`src/hdl/csb_pkg.sv`:
```
// ---------------------------------------------------------------------------
// Counting semaphore bank package
// Shared widths, codes, command and table entry types, and count clamping
// functions for the semaphore bank.
// ---------------------------------------------------------------------------
package csb_pkg;

   localparam int NUM_SEMS       = 64;
   localparam int WAIT_DEPTH     = 64;
   localparam int THREAD_ID_BITS = 8;
   localparam int COUNT_BITS     = 16;

   localparam int OP_BITS     = 2;
   localparam int ID_BITS     = 6;
   localparam int VAL_BITS    = 16;
   localparam int STATUS_BITS = 3;
   localparam int TID_BITS    = 8;

   localparam int IDX_BITS    = $clog2(NUM_SEMS);
   localparam int WAIT_BITS   = $clog2(WAIT_DEPTH);
   localparam int QUEUE_DEPTH = 2;
   localparam int QPTR_BITS   = $clog2(QUEUE_DEPTH);

   localparam logic signed [COUNT_BITS-1:0] COUNT_MIN = {1'b1, {(COUNT_BITS-1){1'b0}}};

   typedef enum logic [OP_BITS-1:0] {
      OP_CREATE = 2'd0,
      OP_UP     = 2'd1,
      OP_DOWN   = 2'd2,
      OP_QUERY  = 2'd3
   } op_type;

   typedef enum logic [STATUS_BITS-1:0] {
      ST_OK          = 3'd0,
      ST_BAD_ID      = 3'd1,
      ST_TABLE_FULL  = 3'd2,
      ST_QUEUE_EMPTY = 3'd3,
      ST_QUEUE_FULL  = 3'd4
   } status_type;

   typedef enum logic [2:0] {
      KIND_CREATE,
      KIND_FULL,
      KIND_BAD_ID,
      KIND_UP,
      KIND_DOWN,
      KIND_QUERY
   } kind_type;

   typedef enum logic [1:0] {
      BK_IDLE,
      BK_READ,
      BK_EXEC
   } back_state_type;

   typedef struct packed {
      kind_type                    kind;
      logic [IDX_BITS-1:0]         idx;
      logic [ID_BITS-1:0]          rid;
      logic signed [VAL_BITS-1:0]  max_count;
      logic signed [VAL_BITS-1:0]  init_value;
      logic                        soft_mode;
      logic [THREAD_ID_BITS-1:0]   thread;
   } cmd_type;

   typedef struct packed {
      logic signed [COUNT_BITS-1:0] count;
      logic signed [COUNT_BITS-1:0] max;
      logic                         soft_mode;
   } sem_entry_type;

   typedef struct packed {
      logic full;
      logic empty;
   } queue_status_type;

   function automatic logic signed [COUNT_BITS-1:0] clamp_in(
      input logic signed [VAL_BITS-1:0] v);
      logic signed [47:0] w;
      logic signed [47:0] hi;
      logic signed [47:0] lo;
      hi = (48'sd1 <<< (COUNT_BITS - 1)) - 48'sd1;
      lo = -(48'sd1 <<< (COUNT_BITS - 1));
      w  = 48'(v);
      if (w > hi) begin
         w = hi;
      end else if (w < lo) begin
         w = lo;
      end
      return w[COUNT_BITS-1:0];
   endfunction

   function automatic logic [VAL_BITS-1:0] clamp_out(
      input logic signed [COUNT_BITS-1:0] v);
      logic signed [47:0] w;
      logic signed [47:0] hi;
      logic signed [47:0] lo;
      hi = (48'sd1 <<< (VAL_BITS - 1)) - 48'sd1;
      lo = -(48'sd1 <<< (VAL_BITS - 1));
      w  = 48'(v);
      if (w > hi) begin
         w = hi;
      end else if (w < lo) begin
         w = lo;
      end
      return w[VAL_BITS-1:0];
   endfunction

endpackage

```
`src/hdl/csb_front.sv`:
```
// ---------------------------------------------------------------------------
// Semaphore bank front end
// Accepts commands, hands out ids, checks ids against the created set and
// classifies each beat before it enters the command queue.
// ---------------------------------------------------------------------------
module csb_front (
   input  logic                                  clock,
   input  logic                                  reset,
   input  logic                                  accept,
   input  logic [csb_pkg::OP_BITS-1:0]           req_op,
   input  logic [csb_pkg::ID_BITS-1:0]           req_sem_id,
   input  logic signed [csb_pkg::VAL_BITS-1:0]   req_max_count,
   input  logic signed [csb_pkg::VAL_BITS-1:0]   req_init_value,
   input  logic                                  req_soft_flag,
   input  logic [csb_pkg::TID_BITS-1:0]          req_thread_id,
   output logic                                  push,
   output csb_pkg::cmd_type                      cmd
);
   import csb_pkg::*;

   logic [NUM_SEMS-1:0] sem_valid_ff;
   logic [NUM_SEMS-1:0] sem_valid_in;
   logic [IDX_BITS:0]   next_id_ff;
   logic [IDX_BITS:0]   next_id_in;
   logic [31:0]         id_ext;
   logic [IDX_BITS-1:0] id_idx;
   logic                id_ok;
   logic                table_full;
   op_type              op;

   assign op         = op_type'(req_op);
   assign id_ext     = 32'(req_sem_id);
   assign id_idx     = id_ext[IDX_BITS-1:0];
   assign id_ok      = (id_ext < 32'(NUM_SEMS)) && sem_valid_ff[id_idx];
   assign table_full = (32'(next_id_ff) == 32'(NUM_SEMS));
   assign push       = accept;

   always_comb begin
      sem_valid_in   = sem_valid_ff;
      next_id_in     = next_id_ff;
      cmd.kind       = KIND_QUERY;
      cmd.idx        = id_idx;
      cmd.rid        = req_sem_id;
      cmd.max_count  = req_max_count;
      cmd.init_value = req_init_value;
      cmd.soft_mode  = req_soft_flag;
      cmd.thread     = req_thread_id[THREAD_ID_BITS-1:0];
      case (op)
         OP_CREATE: begin
            if (table_full) begin
               cmd.kind = KIND_FULL;
               cmd.rid  = '0;
            end else begin
               cmd.kind = KIND_CREATE;
               cmd.idx  = next_id_ff[IDX_BITS-1:0];
               cmd.rid  = ID_BITS'(next_id_ff);
               if (accept) begin
                  sem_valid_in[next_id_ff[IDX_BITS-1:0]] = 1'b1;
                  next_id_in = next_id_ff + 1'b1;
               end
            end
         end
         OP_UP:    cmd.kind = id_ok ? KIND_UP : KIND_BAD_ID;
         OP_DOWN:  cmd.kind = id_ok ? KIND_DOWN : KIND_BAD_ID;
         OP_QUERY: cmd.kind = id_ok ? KIND_QUERY : KIND_BAD_ID;
         default:  cmd.kind = KIND_BAD_ID;
      endcase
   end

   always_ff @(posedge clock) begin
      if (reset) begin
         sem_valid_ff <= '0;
         next_id_ff   <= '0;
      end else begin
         sem_valid_ff <= sem_valid_in;
         next_id_ff   <= next_id_in;
      end
   end

endmodule

```
`src/hdl/csb_queue.sv`:
```
// ---------------------------------------------------------------------------
// Semaphore bank command queue
// Short queue of classified commands between the front end and the back end.
// ---------------------------------------------------------------------------
module csb_queue (
   input  logic                       clock,
   input  logic                       reset,
   input  logic                       push,
   input  csb_pkg::cmd_type           push_cmd,
   input  logic                       pop,
   output csb_pkg::cmd_type           pop_cmd,
   output csb_pkg::queue_status_type  qstat
);
   import csb_pkg::*;

   cmd_type              entry_ff [QUEUE_DEPTH];
   logic [QPTR_BITS-1:0] wr_ptr_ff;
   logic [QPTR_BITS-1:0] wr_ptr_in;
   logic [QPTR_BITS-1:0] rd_ptr_ff;
   logic [QPTR_BITS-1:0] rd_ptr_in;
   logic [QPTR_BITS:0]   fill_ff;
   logic [QPTR_BITS:0]   fill_in;

   assign qstat.full  = (32'(fill_ff) == 32'(QUEUE_DEPTH));
   assign qstat.empty = (fill_ff == '0);
   assign pop_cmd     = entry_ff[rd_ptr_ff];

   always_comb begin
      wr_ptr_in = wr_ptr_ff;
      rd_ptr_in = rd_ptr_ff;
      fill_in   = fill_ff;
      if (push) begin
         wr_ptr_in = (32'(wr_ptr_ff) == QUEUE_DEPTH - 1) ? '0 : wr_ptr_ff + 1'b1;
      end
      if (pop) begin
         rd_ptr_in = (32'(rd_ptr_ff) == QUEUE_DEPTH - 1) ? '0 : rd_ptr_ff + 1'b1;
      end
      if (push && !pop) begin
         fill_in = fill_ff + 1'b1;
      end else if (pop && !push) begin
         fill_in = fill_ff - 1'b1;
      end
   end

   always_ff @(posedge clock) begin
      if (push) begin
         entry_ff[wr_ptr_ff] <= push_cmd;
      end
   end

   always_ff @(posedge clock) begin
      if (reset) begin
         wr_ptr_ff <= '0;
         rd_ptr_ff <= '0;
         fill_ff   <= '0;
      end else begin
         wr_ptr_ff <= wr_ptr_in;
         rd_ptr_ff <= rd_ptr_in;
         fill_ff   <= fill_in;
      end
   end

   assert property (@(posedge clock) disable iff (reset) !(push && qstat.full))
      else $error("Command pushed into a full queue.");
   assert property (@(posedge clock) disable iff (reset) !(pop && qstat.empty))
      else $error("Command popped from an empty queue.");
   assert property (@(posedge clock) disable iff (reset)
      (push && !pop) |=> (fill_ff == $past(fill_ff) + 1'b1))
      else $error("Queue fill did not follow a lone push.");

endmodule

```
`src/hdl/csb_back.sv`:
```
// ---------------------------------------------------------------------------
// Semaphore bank back end
// Executes classified commands against the semaphore table and the shared
// wait queue, and registers one result per command.
// ---------------------------------------------------------------------------
module csb_back (
   input  logic                                  clock,
   input  logic                                  reset,
   input  csb_pkg::queue_status_type             qstat,
   input  csb_pkg::cmd_type                      q_cmd,
   output logic                                  pop,
   output logic                                  rsp_strobe,
   output logic [csb_pkg::STATUS_BITS-1:0]       rsp_status,
   output logic [csb_pkg::ID_BITS-1:0]           rsp_result_id,
   output logic signed [csb_pkg::VAL_BITS-1:0]   rsp_count,
   output logic                                  rsp_is_soft,
   output logic                                  rsp_caller_blocks,
   output logic                                  rsp_wake_valid,
   output logic [csb_pkg::TID_BITS-1:0]          rsp_wake_thread
);
   import csb_pkg::*;

   back_state_type state_ff;
   back_state_type state_in;
   logic           do_read;
   logic           do_exec;

   cmd_type                    cmd_ff;
   sem_entry_type              table_mem [NUM_SEMS];
   logic [THREAD_ID_BITS-1:0]  wait_mem [WAIT_DEPTH];
   sem_entry_type              rd_entry_ff;
   logic [THREAD_ID_BITS-1:0]  head_data_ff;

   logic [WAIT_BITS-1:0] head_ff;
   logic [WAIT_BITS-1:0] head_in;
   logic [WAIT_BITS-1:0] tail_ff;
   logic [WAIT_BITS-1:0] tail_in;
   logic [WAIT_BITS:0]   fill_ff;
   logic [WAIT_BITS:0]   fill_in;

   sem_entry_type              wr_entry;
   logic                       table_we;
   logic                       wait_we;
   logic signed [COUNT_BITS-1:0] cnt_up;
   logic signed [COUNT_BITS-1:0] cnt_dn;

   status_type                 res_status;
   logic [ID_BITS-1:0]         res_rid;
   logic [VAL_BITS-1:0]        res_count;
   logic                       res_soft;
   logic                       res_blk;
   logic                       res_wv;
   logic [TID_BITS-1:0]        res_wt;

   logic                       rsp_strobe_ff;
   logic [STATUS_BITS-1:0]     rsp_status_ff;
   logic [ID_BITS-1:0]         rsp_result_id_ff;
   logic [VAL_BITS-1:0]        rsp_count_ff;
   logic                       rsp_is_soft_ff;
   logic                       rsp_caller_blocks_ff;
   logic                       rsp_wake_valid_ff;
   logic [TID_BITS-1:0]        rsp_wake_thread_ff;

   always_comb begin
      state_in = state_ff;
      case (state_ff)
         BK_IDLE: state_in = qstat.empty ? BK_IDLE : BK_READ;
         BK_READ: state_in = BK_EXEC;
         BK_EXEC: state_in = BK_IDLE;
         default: state_in = BK_IDLE;
      endcase
   end

   always_comb begin
      pop     = 1'b0;
      do_read = 1'b0;
      do_exec = 1'b0;
      case (state_ff)
         BK_IDLE: pop     = !qstat.empty;
         BK_READ: do_read = 1'b1;
         BK_EXEC: do_exec = 1'b1;
         default: pop     = 1'b0;
      endcase
   end

   assign cnt_up = (rd_entry_ff.count < rd_entry_ff.max) ?
                   rd_entry_ff.count + COUNT_BITS'(1) : rd_entry_ff.count;
   assign cnt_dn = (rd_entry_ff.count != COUNT_MIN) ?
                   rd_entry_ff.count - COUNT_BITS'(1) : rd_entry_ff.count;

   always_comb begin
      wr_entry   = rd_entry_ff;
      table_we   = 1'b0;
      wait_we    = 1'b0;
      head_in    = head_ff;
      tail_in    = tail_ff;
      fill_in    = fill_ff;
      res_status = ST_OK;
      res_rid    = cmd_ff.rid;
      res_count  = clamp_out(rd_entry_ff.count);
      res_soft   = rd_entry_ff.soft_mode;
      res_blk    = 1'b0;
      res_wv     = 1'b0;
      res_wt     = '0;
      case (cmd_ff.kind)
         KIND_CREATE: begin
            wr_entry.count     = clamp_in(cmd_ff.init_value);
            wr_entry.max       = clamp_in(cmd_ff.max_count);
            wr_entry.soft_mode = cmd_ff.soft_mode;
            table_we           = do_exec;
            res_count          = clamp_out(wr_entry.count);
            res_soft           = cmd_ff.soft_mode;
         end
         KIND_FULL: begin
            res_status = ST_TABLE_FULL;
            res_count  = '0;
            res_soft   = 1'b0;
         end
         KIND_BAD_ID: begin
            res_status = ST_BAD_ID;
            res_count  = '0;
            res_soft   = 1'b0;
         end
         KIND_UP: begin
            wr_entry.count = cnt_up;
            table_we       = do_exec;
            res_count      = clamp_out(cnt_up);
            if (!rd_entry_ff.soft_mode && (cnt_up[COUNT_BITS-1] || cnt_up == '0)) begin
               if (fill_ff == '0) begin
                  res_status = ST_QUEUE_EMPTY;
               end else begin
                  res_wv = 1'b1;
                  res_wt = TID_BITS'(head_data_ff);
                  if (do_exec) begin
                     head_in = (32'(head_ff) == WAIT_DEPTH - 1) ? '0 : head_ff + 1'b1;
                     fill_in = fill_ff - 1'b1;
                  end
               end
            end
         end
         KIND_DOWN: begin
            wr_entry.count = cnt_dn;
            table_we       = do_exec;
            res_count      = clamp_out(cnt_dn);
            if (!rd_entry_ff.soft_mode && cnt_dn[COUNT_BITS-1]) begin
               if (32'(fill_ff) == 32'(WAIT_DEPTH)) begin
                  res_status = ST_QUEUE_FULL;
               end else begin
                  res_blk = 1'b1;
                  wait_we = do_exec;
                  if (do_exec) begin
                     tail_in = (32'(tail_ff) == WAIT_DEPTH - 1) ? '0 : tail_ff + 1'b1;
                     fill_in = fill_ff + 1'b1;
                  end
               end
            end
         end
         KIND_QUERY: res_status = ST_OK;
         default:    res_status = ST_BAD_ID;
      endcase
   end

   always_ff @(posedge clock) begin
      if (pop) begin
         cmd_ff <= q_cmd;
      end
      if (do_read) begin
         rd_entry_ff  <= table_mem[cmd_ff.idx];
         head_data_ff <= wait_mem[head_ff];
      end
      if (table_we) begin
         table_mem[cmd_ff.idx] <= wr_entry;
      end
      if (wait_we) begin
         wait_mem[tail_ff] <= cmd_ff.thread;
      end
      if (do_exec) begin
         rsp_status_ff        <= res_status;
         rsp_result_id_ff     <= res_rid;
         rsp_count_ff         <= res_count;
         rsp_is_soft_ff       <= res_soft;
         rsp_caller_blocks_ff <= res_blk;
         rsp_wake_valid_ff    <= res_wv;
         rsp_wake_thread_ff   <= res_wt;
      end
   end

   always_ff @(posedge clock) begin
      if (reset) begin
         state_ff      <= BK_IDLE;
         head_ff       <= '0;
         tail_ff       <= '0;
         fill_ff       <= '0;
         rsp_strobe_ff <= 1'b0;
      end else begin
         state_ff      <= state_in;
         head_ff       <= head_in;
         tail_ff       <= tail_in;
         fill_ff       <= fill_in;
         rsp_strobe_ff <= do_exec;
      end
   end

   assign rsp_strobe        = rsp_strobe_ff;
   assign rsp_status        = rsp_status_ff;
   assign rsp_result_id     = rsp_result_id_ff;
   assign rsp_count         = rsp_count_ff;
   assign rsp_is_soft       = rsp_is_soft_ff;
   assign rsp_caller_blocks = rsp_caller_blocks_ff;
   assign rsp_wake_valid    = rsp_wake_valid_ff;
   assign rsp_wake_thread   = rsp_wake_thread_ff;

   assert property (@(posedge clock) disable iff (reset)
      32'(fill_ff) <= 32'(WAIT_DEPTH))
      else $error("Wait queue fill exceeds its depth.");
   assert property (@(posedge clock) disable iff (reset)
      rsp_strobe |-> $past(state_ff) == BK_EXEC)
      else $error("Result strobe without an executed command.");
   assert property (@(posedge clock) disable iff (reset)
      rsp_strobe |-> !(rsp_caller_blocks && rsp_wake_valid))
      else $error("One result both blocks and wakes.");
   assert property (@(posedge clock) disable iff (reset)
      rsp_strobe |=> !rsp_strobe)
      else $error("Results on consecutive cycles.");

endmodule

```
`src/hdl/counting_semaphore_bank_unit.sv`:
```
// ---------------------------------------------------------------------------
// Flow: an accepted command enters the command queue, then passes the back end's
// dequeue, table read and execute states, and its result is registered in execute;
// the back end takes one command at a time, and a two-entry queue holds commands ahead.
// Results cannot be stalled by the receiver.
// Reset: synchronous; clears the created-id set, the id counter, the wait queue
// pointers and the command queue, but not the table or wait queue contents.
// ---------------------------------------------------------------------------
// Counting semaphore bank
// Bank of counting semaphores with a shared wait queue of thread ids.
// ---------------------------------------------------------------------------
module counting_semaphore_bank_unit (
   input  logic                                  clock,
   input  logic                                  reset,
   input  logic                                  start,
   output logic                                  busy,
   input  logic [csb_pkg::OP_BITS-1:0]           req_op,
   input  logic [csb_pkg::ID_BITS-1:0]           req_sem_id,
   input  logic signed [csb_pkg::VAL_BITS-1:0]   req_max_count,
   input  logic signed [csb_pkg::VAL_BITS-1:0]   req_init_value,
   input  logic                                  req_soft_flag,
   input  logic [csb_pkg::TID_BITS-1:0]          req_thread_id,
   output logic                                  rsp_strobe,
   output logic [csb_pkg::STATUS_BITS-1:0]       rsp_status,
   output logic [csb_pkg::ID_BITS-1:0]           rsp_result_id,
   output logic signed [csb_pkg::VAL_BITS-1:0]   rsp_count,
   output logic                                  rsp_is_soft,
   output logic                                  rsp_caller_blocks,
   output logic                                  rsp_wake_valid,
   output logic [csb_pkg::TID_BITS-1:0]          rsp_wake_thread
);
   import csb_pkg::*;

   logic             accept;
   logic             push;
   logic             pop;
   cmd_type          push_cmd;
   cmd_type          pop_cmd;
   queue_status_type qstat;

   assign busy   = qstat.full;
   assign accept = start && !busy;

   csb_front u_front (
      .clock          (clock),
      .reset          (reset),
      .accept         (accept),
      .req_op         (req_op),
      .req_sem_id     (req_sem_id),
      .req_max_count  (req_max_count),
      .req_init_value (req_init_value),
      .req_soft_flag  (req_soft_flag),
      .req_thread_id  (req_thread_id),
      .push           (push),
      .cmd            (push_cmd)
   );

   csb_queue u_queue (
      .clock    (clock),
      .reset    (reset),
      .push     (push),
      .push_cmd (push_cmd),
      .pop      (pop),
      .pop_cmd  (pop_cmd),
      .qstat    (qstat)
   );

   csb_back u_back (
      .clock             (clock),
      .reset             (reset),
      .qstat             (qstat),
      .q_cmd             (pop_cmd),
      .pop               (pop),
      .rsp_strobe        (rsp_strobe),
      .rsp_status        (rsp_status),
      .rsp_result_id     (rsp_result_id),
      .rsp_count         (rsp_count),
      .rsp_is_soft       (rsp_is_soft),
      .rsp_caller_blocks (rsp_caller_blocks),
      .rsp_wake_valid    (rsp_wake_valid),
      .rsp_wake_thread   (rsp_wake_thread)
   );

endmodule

```
`config.mk`:
```
export PLATFORM = sky130hd
export DESIGN_NAME = counting_semaphore_bank_unit
export DESIGN_NICKNAME = d
export VERILOG_FILES = /design/src/hdl/csb_pkg.sv /design/src/hdl/csb_front.sv /design/src/hdl/csb_queue.sv /design/src/hdl/csb_back.sv /design/src/hdl/counting_semaphore_bank_unit.sv
export SDC_FILE = /design/constraint.sdc
export NUM_CORES = 2
export LEC_CHECK = 0
export BUFFER_PORTS_ARGS = -buffer_cell sky130_fd_sc_hd__buf_2
export CORE_MARGIN = 1
export CORE_UTILIZATION = 35
export CTS_CLUSTER_DIAMETER = 40
export DETAILED_ROUTE_END_ITERATION = 6
export SLEW_MARGIN = 20
export SYNTH_ARGS = -nofsm -noshare
export SYNTH_HDL_FRONTEND = slang
export SYNTH_HIERARCHICAL = 1
export SYNTH_SLANG_ARGS = --single-unit
```
`constraint.sdc`:
```
create_clock -name clock -period 6.3 [get_ports clock]
set_input_delay 0.315 -clock clock [delete_from_list [all_inputs] [get_ports clock]]
set_output_delay 0.315 -clock clock [all_outputs]
set_load 0.05 [all_outputs]
```
Yosys cells after proc, flatten, opt, wreduce, memory -nomap -nowiden
Memory sizes are Yosys's and may differ from the RTL's. A register that Yosys moved wholly into a read port is not among the register bits.
Cells that the tools add are included.
{"block": "totals", "regBits": 133, "ramBits": 2736, "in_bits": 52, "output_inout_bits": 38, "elab_cells": 173, "mem_count": 3}
{"memory": "u_back.table_mem", "depth": 64, "word_bits": 33, "read_ports": 1, "rd_clocked_by_memory_dff": 1, "write_ports": 1, "line": "csb_back.sv:29", "rtl": "sem_entry_type table_mem [NUM_SEMS];"}
{"memory": "u_back.wait_mem", "depth": 64, "word_bits": 8, "read_ports": 1, "rd_clocked_by_memory_dff": 1, "write_ports": 1, "line": "csb_back.sv:30", "rtl": "logic [THREAD_ID_BITS-1:0] wait_mem [WAIT_DEPTH];"}
{"memory": "u_queue.entry_ff", "depth": 2, "word_bits": 56, "read_ports": 1, "rd_clocked_by_memory_dff": 1, "write_ports": 1, "line": "csb_queue.sv:16", "rtl": "cmd_type entry_ff [QUEUE_DEPTH];"}
{"block": "op_classes", "n_addsub": 11, "n_lt_le_gt_ge": 17, "n_eq_ne": 22, "muxes": 66, "bitwise": 6, "reduce_logical": 31}
{"op": "16-bit two-way mux", "count": 15}
{"op": "16-bit greater-than comparator (second input constant)", "count": 6}
{"op": "16-bit less-than comparator (second input constant)", "count": 6}
{"op": "64-bit bitwise OR", "count": 1}
{"op": "16-bit one-hot mux with 4 select lines", "count": 1}
{"op": "16-bit one-hot mux with 3 select lines", "count": 1}
{"op": "7-bit two-way mux", "count": 6}
{"op": "6-bit two-way mux", "count": 4}
{"op": "3-bit one-hot mux with 4 select lines", "count": 2}
{"op": "1-bit two-way mux", "count": 22}
{"op": "6-bit by 7-bit less-than comparator with 1-bit output (second input constant)", "count": 3}
{"op": "17-bit two-way mux", "count": 1}
{"op": "16-bit by 2-bit adder with 16-bit output (second input constant)", "count": 1}
{"op": "16-bit logical NOT", "count": 1}
{"op": "16-bit less-than comparator", "count": 1}
{"op": "16-bit != test (second input constant)", "count": 1}
{"op": "16-bit by 2-bit subtractor with 16-bit output (second input constant)", "count": 1}
{"op": "3-bit two-way mux", "count": 5}
{"op": "7-bit by 1-bit adder with 7-bit output (second input constant)", "count": 2}
{"op": "7-bit == test (second input constant)", "count": 2}
{"op": "7-bit one-hot mux with 2 select lines", "count": 1}
{"op": "6-bit by 1-bit adder with 6-bit output (second input constant)", "count": 2}
{"op": "6-bit == test (second input constant)", "count": 2}
{"op": "12-bit two-way mux", "count": 1}
{"op": "other kinds (31)", "count": 65}

Depth between registers and ports, before layout
{"block": "logic_depth", "depth_word": 8, "mapped_depth": 14, "mapped_depth_nobuf": 12}

By module
Netlist, hierarchy kept.
{"module": "csb_back", "n_inst": 1, "cells_each": 5420, "area_each_um2": 103017.6, "seq_area_each_um2": 83229.8}
{"module": "csb_queue", "n_inst": 1, "cells_each": 196, "area_each_um2": 4259.1, "seq_area_each_um2": 3463.3}
{"module": "csb_front", "n_inst": 1, "cells_each": 407, "area_each_um2": 3562.2, "seq_area_each_um2": 1421.4}
{"module": "counting_semaphore_bank_unit", "n_inst": 1, "cells_each": 1, "area_each_um2": 13.8, "seq_area_each_um2": 0.0}

Worst setup path after synthesis
OpenSTA, ideal clock, no wires.
{"block": "synth_timing", "kind": "reg-to-reg", "start": "reg u_queue.fill_ff[0]", "end": "reg u_queue.fill_ff[1]", "setup_ps": 70, "arrival_ps": 5521, "t_required_ps": 6230, "slack_ps": 709, "path_stages_with_launch": 7, "n_path_buf": 0, "synth_period_minus_slack_ps": 5591, "path_cell_list": "dfxtp_1 -> nor2_1 -> nor3_1 -> inv_1 -> ha_1 -> or3_1 -> a21oi_1"}
{"element": "from (decl)", "line": "csb_queue.sv:21", "rtl": "logic [QPTR_BITS:0] fill_ff;"}
{"element": "from (signal assigned)", "line": "csb_queue.sv:59", "rtl": "fill_ff <= fill_in;"}

==> run_results.csv <==
group,metric,value,unit
cells_and_area,nets,6409,
cells_and_area,synthToLayoutAreaGrowth,17.8,%
clock_network,clk_pin_slew,0.06,ns
synthesis,synth_area_per_cell,18.4,um2
detailed_routing,routedWlPerCell,28.6,um
sta,period_share,0.785,
detailed_routing,vias,61600,
clock_network,htree_levels,5,
sta,holdWs,0.180,ns
synthesis,yosys_register_bits,2967,
detailed_routing,drtIter0Drc,8260,
grt,grt_pass1_vias,59400,
synthesis,synth_seq_area_share,0.795,
synthesis,synth_area_leaders,"edfxtp_1, a22oi_1, mux4_2",
grt,grt_pass1_wl,438,mm
setup_path,worst_ep_arrival_time,5.57,ns
cells_and_area,final_cells,10800,
clock_network,cts.sinks,2967,
floorplanning,die_area,319000,um2
pwr,pwr-share-seq,0.424,
floorplanning,die_width,565,um
status,run_status,"finished, final reports clean",
pwr,p_comb_frac,0.236,
synthesis,syn_area,111000,um2
synthesis,yosys.area.top_type_share,0.777,
pwr,p_sw,20200,uW
detailed_routing,drcViolationCount,0,
clock_network,cts_buffer_depth,4,
floorplanning,num_rows,206,
detailed_routing,drt_first_pass_iters,6,
clock_network,cts_tree,"yes",
clock_network,clk_latency,0.91,ns
grt,antenna_found_initial,19,
setup_path,crit_type,"reg2reg",
job,cap_violations,0,
detailed_routing,viasPerCell,5.70,
detailed_routing,drt-total-wl,309,mm
cells_and_area,multi_input_area,21700,um2
synthesis,synth_nets,6104,
pwr,max-vdd-ir-drop,471,uV
floorplanning,start_util,0.352,
clock_network,numCtsBuffers,372,
cells_and_area,drive_gt1_frac,0.196,
synthesis,synth_cell_type_count,88,
setup_path,critPathMaxFanout,39,
synthesis,yosysWarnings,6,
sta,maxSlewHeadroom,0.0707,
sta,tightest_slew,1.39,ns
sta,hold_violations,0,
cells_and_area,final_common_cell,"edfxtp_1",
sta,report.final.setup_viol,0,
place,place_hpwl,183,mm
sta,fmax,0.202,GHz
sta,fin_setup_tns,0,ns
sta,rsz0062_at_grt,"no",
setup_path,crit_required,6.92,ns
floorplanning,design.core.area,315000,um2
pwr,p_leak,0.0402,uW
pwr,netSwitchingFraction,0.324,
sta,min_period,4.94,ns
cells_and_area,fill_cells,27600,
synthesis,synth_top_cell_by_area,"edfxtp_1",
sta,maxSlewViolCount,0,
pwr,p_per_area,477,nW/um2
place,dp.cells,10100,
pwr,p_clk_frac,0.340,
place,portBuffers,89,
setup_path,start_kind,"flip-flop",
floorplanning,die_h,565,um
hold_path,worst_hold_path_type,"in2reg",
floorplanning,ioPinCount,90,
grt,grt_start_max_net_pins,114,
cells_and_area,regArea,88100,um2
synthesis,synth_edf_count,2869,
clock_network,clock-root-buffer,"clkbuf_16",
synthesis,synth_ff_type,"edfxtp_1",
synthesis,async_flop_share,0,
cells_and_area,final_cell_mix,"edfxtp_1, a22oi_1, clkbuf_16, nor2_1",
pwr,p_int,42100,uW
grt,grt_use_total,0.188,
synthesis,netlist_instances,6024,
sta,fin_worst_skew,0.129,ns
place,routabilityCongestion,0.859,
grt,overflow,0,
setup_path,crit_path_end_kind,"flip-flop",
detailed_routing,ant_nets,0,
[power by group through the flow]
stage | Clock, uW | Combinational, uW | Sequential (uW)
after floorplan | 0 | 6790 | 27200
after global placement | 0 | 14300 | 26800
after detailed placement | 0 | 14500 | 26800
after CTS | 21400 | 14600 | 26400
after global routing | 22200 | 15300 | 26400
final | 21200 | 14700 | 26400
[Yosys cell counts, types with 5 or more instances]
cell type / n
nor4_1: 47
o21ai_0: 30
dfxtp_1: 98
a211oi_1: 11
nor2b_1: 26
o31a_1: 5
a22oi_1: 663
and2_1: 16
nand2_1: 84
a221oi_1: 206
or2_2: 5
and3_1: 12
o22a_1: 6
ha_1: 27
a22o_1: 206
nor3_1: 25
nor3b_1: 9
xnor2_1: 23
mux2i_1: 33
inv_1: 38
mux4_2: 170
nand2b_1: 7
mux2_2: 78
buf_1: 79
o22ai_1: 6
edfxtp_1: 2869
buf_4: 44
nor2_1: 284
nand3_1: 53
nand3b_1: 6
buf_6: 10
xor2_1: 14
clkbuf_1: 287
or3_1: 5
nand4_1: 70
a21o_1: 11
a21oi_1: 172
a31oi_1: 207
[worst max-delay path: stages, from the launching register on]
cell and delay (ns):
edfxtp_1 0.67, ha_1 0.35, a211oi_1 0.21, o21ai_0 0.22, a31oi_1 0.49, nand2_1 0.19
a21oi_1 0.71, nand3_1 0.20, xor2_1 0.19, o22ai_1 0.18, mux2_2 0.76, buf_4 0.52
[worst paths after layout]
path,startpoint,endpoint,slack [ns],cells past startpoint
max,u_back/rd_entry_ff[19],u_back/table_mem[58][22],1.36,11
min,req_max_count[8],u_queue/entry_ff[1][33],0.18,2
max reg2reg,u_back/rd_entry_ff[19],u_back/table_mem[58][22],1.36,11
min reg2reg,u_back/res_rid[4],u_back/rsp_result_id[4],0.42,0
[metal layers]
metal	vias to the layer above	share of wire	track usage	wire [um]
li1	25800	-	-	-
met2	3026	0.48	0.305	148000
met4	10	0.033	0.0620	10200
met3	505	0.081	0.0329	25100
met5	-	0.00020	0	61
met1	32200	0.41	0.257	126000
[sequential cells by signal (all words and copies together), names as in the netlist, 2 cells and up, named ones only]
| signal | count |
|---|---|
| u_back/res_rid | 6 |
| u_back/rsp_status | 3 |
| u_back/tail_ff | 6 |
| u_front/next_id_ff | 7 |
| u_back/fill_ff | 7 |
| u_back/head_data_ff | 8 |
| u_front/sem_valid_ff | 64 |
| u_queue/entry_ff | 112 |
| u_back/wait_mem | 512 |
| u_back/rd_entry_ff | 33 |
| u_back/rsp_wake_thread | 8 |
| u_back/head_ff | 6 |
| u_back/rsp_result_id | 6 |
| u_queue/fill_ff | 2 |
| u_back/state_ff | 2 |
| u_back/table_mem | 2112 |
| u_back/cmd_ff | 50 |
| u_back/rsp_count | 16 |
[cell families (layout without fill, tap and decap cells)]
group	after synthesis	in the layout	share of synthesized area
AOI/OAI and AO/OA	1562	1562	0.104
and+or+nand+nor	678	678	0.0301
other	0	7	0
muxes	286	286	0.0464
buffers and inverters	466	1076	0.0181
xor gates and xnor gates	37	37	0.00292
DFF	2967	2967	0.795
adders and majority gates	28	28	0.00323
[layout make-up]
class	count	area share
diodes	7	0.000134
clock buffers	426	0.0737
clock inverters	253	0.0217
inverters	39	0.00112
multi-input cells	2591	0.166
flip-flops and latches	2967	0.675
well taps	4160	0.0399
repair buffers	358	0.0226
[metrics by stage]
stage                     total power (uW)  cell area, um2  utilization  setup WS (ns)
after floorplan                      33900          111000            -          0.709
after global placement               41100          117000        0.373           1.45
after detailed placement             41400          118000        0.373           1.48
after CTS                            62400          131000        0.414           1.52
after global routing                 63900          131000        0.414           1.19
final                                62200          131000        0.415           1.36
[what timing repair did]
action | CTS | global route
endpoints found under the hold margin | 117 | 0
resized for setup | 0 | 0
buffers inserted | 0 | 0
hold buffers | 50 | 0
Power figures use the tool's default switching activity.
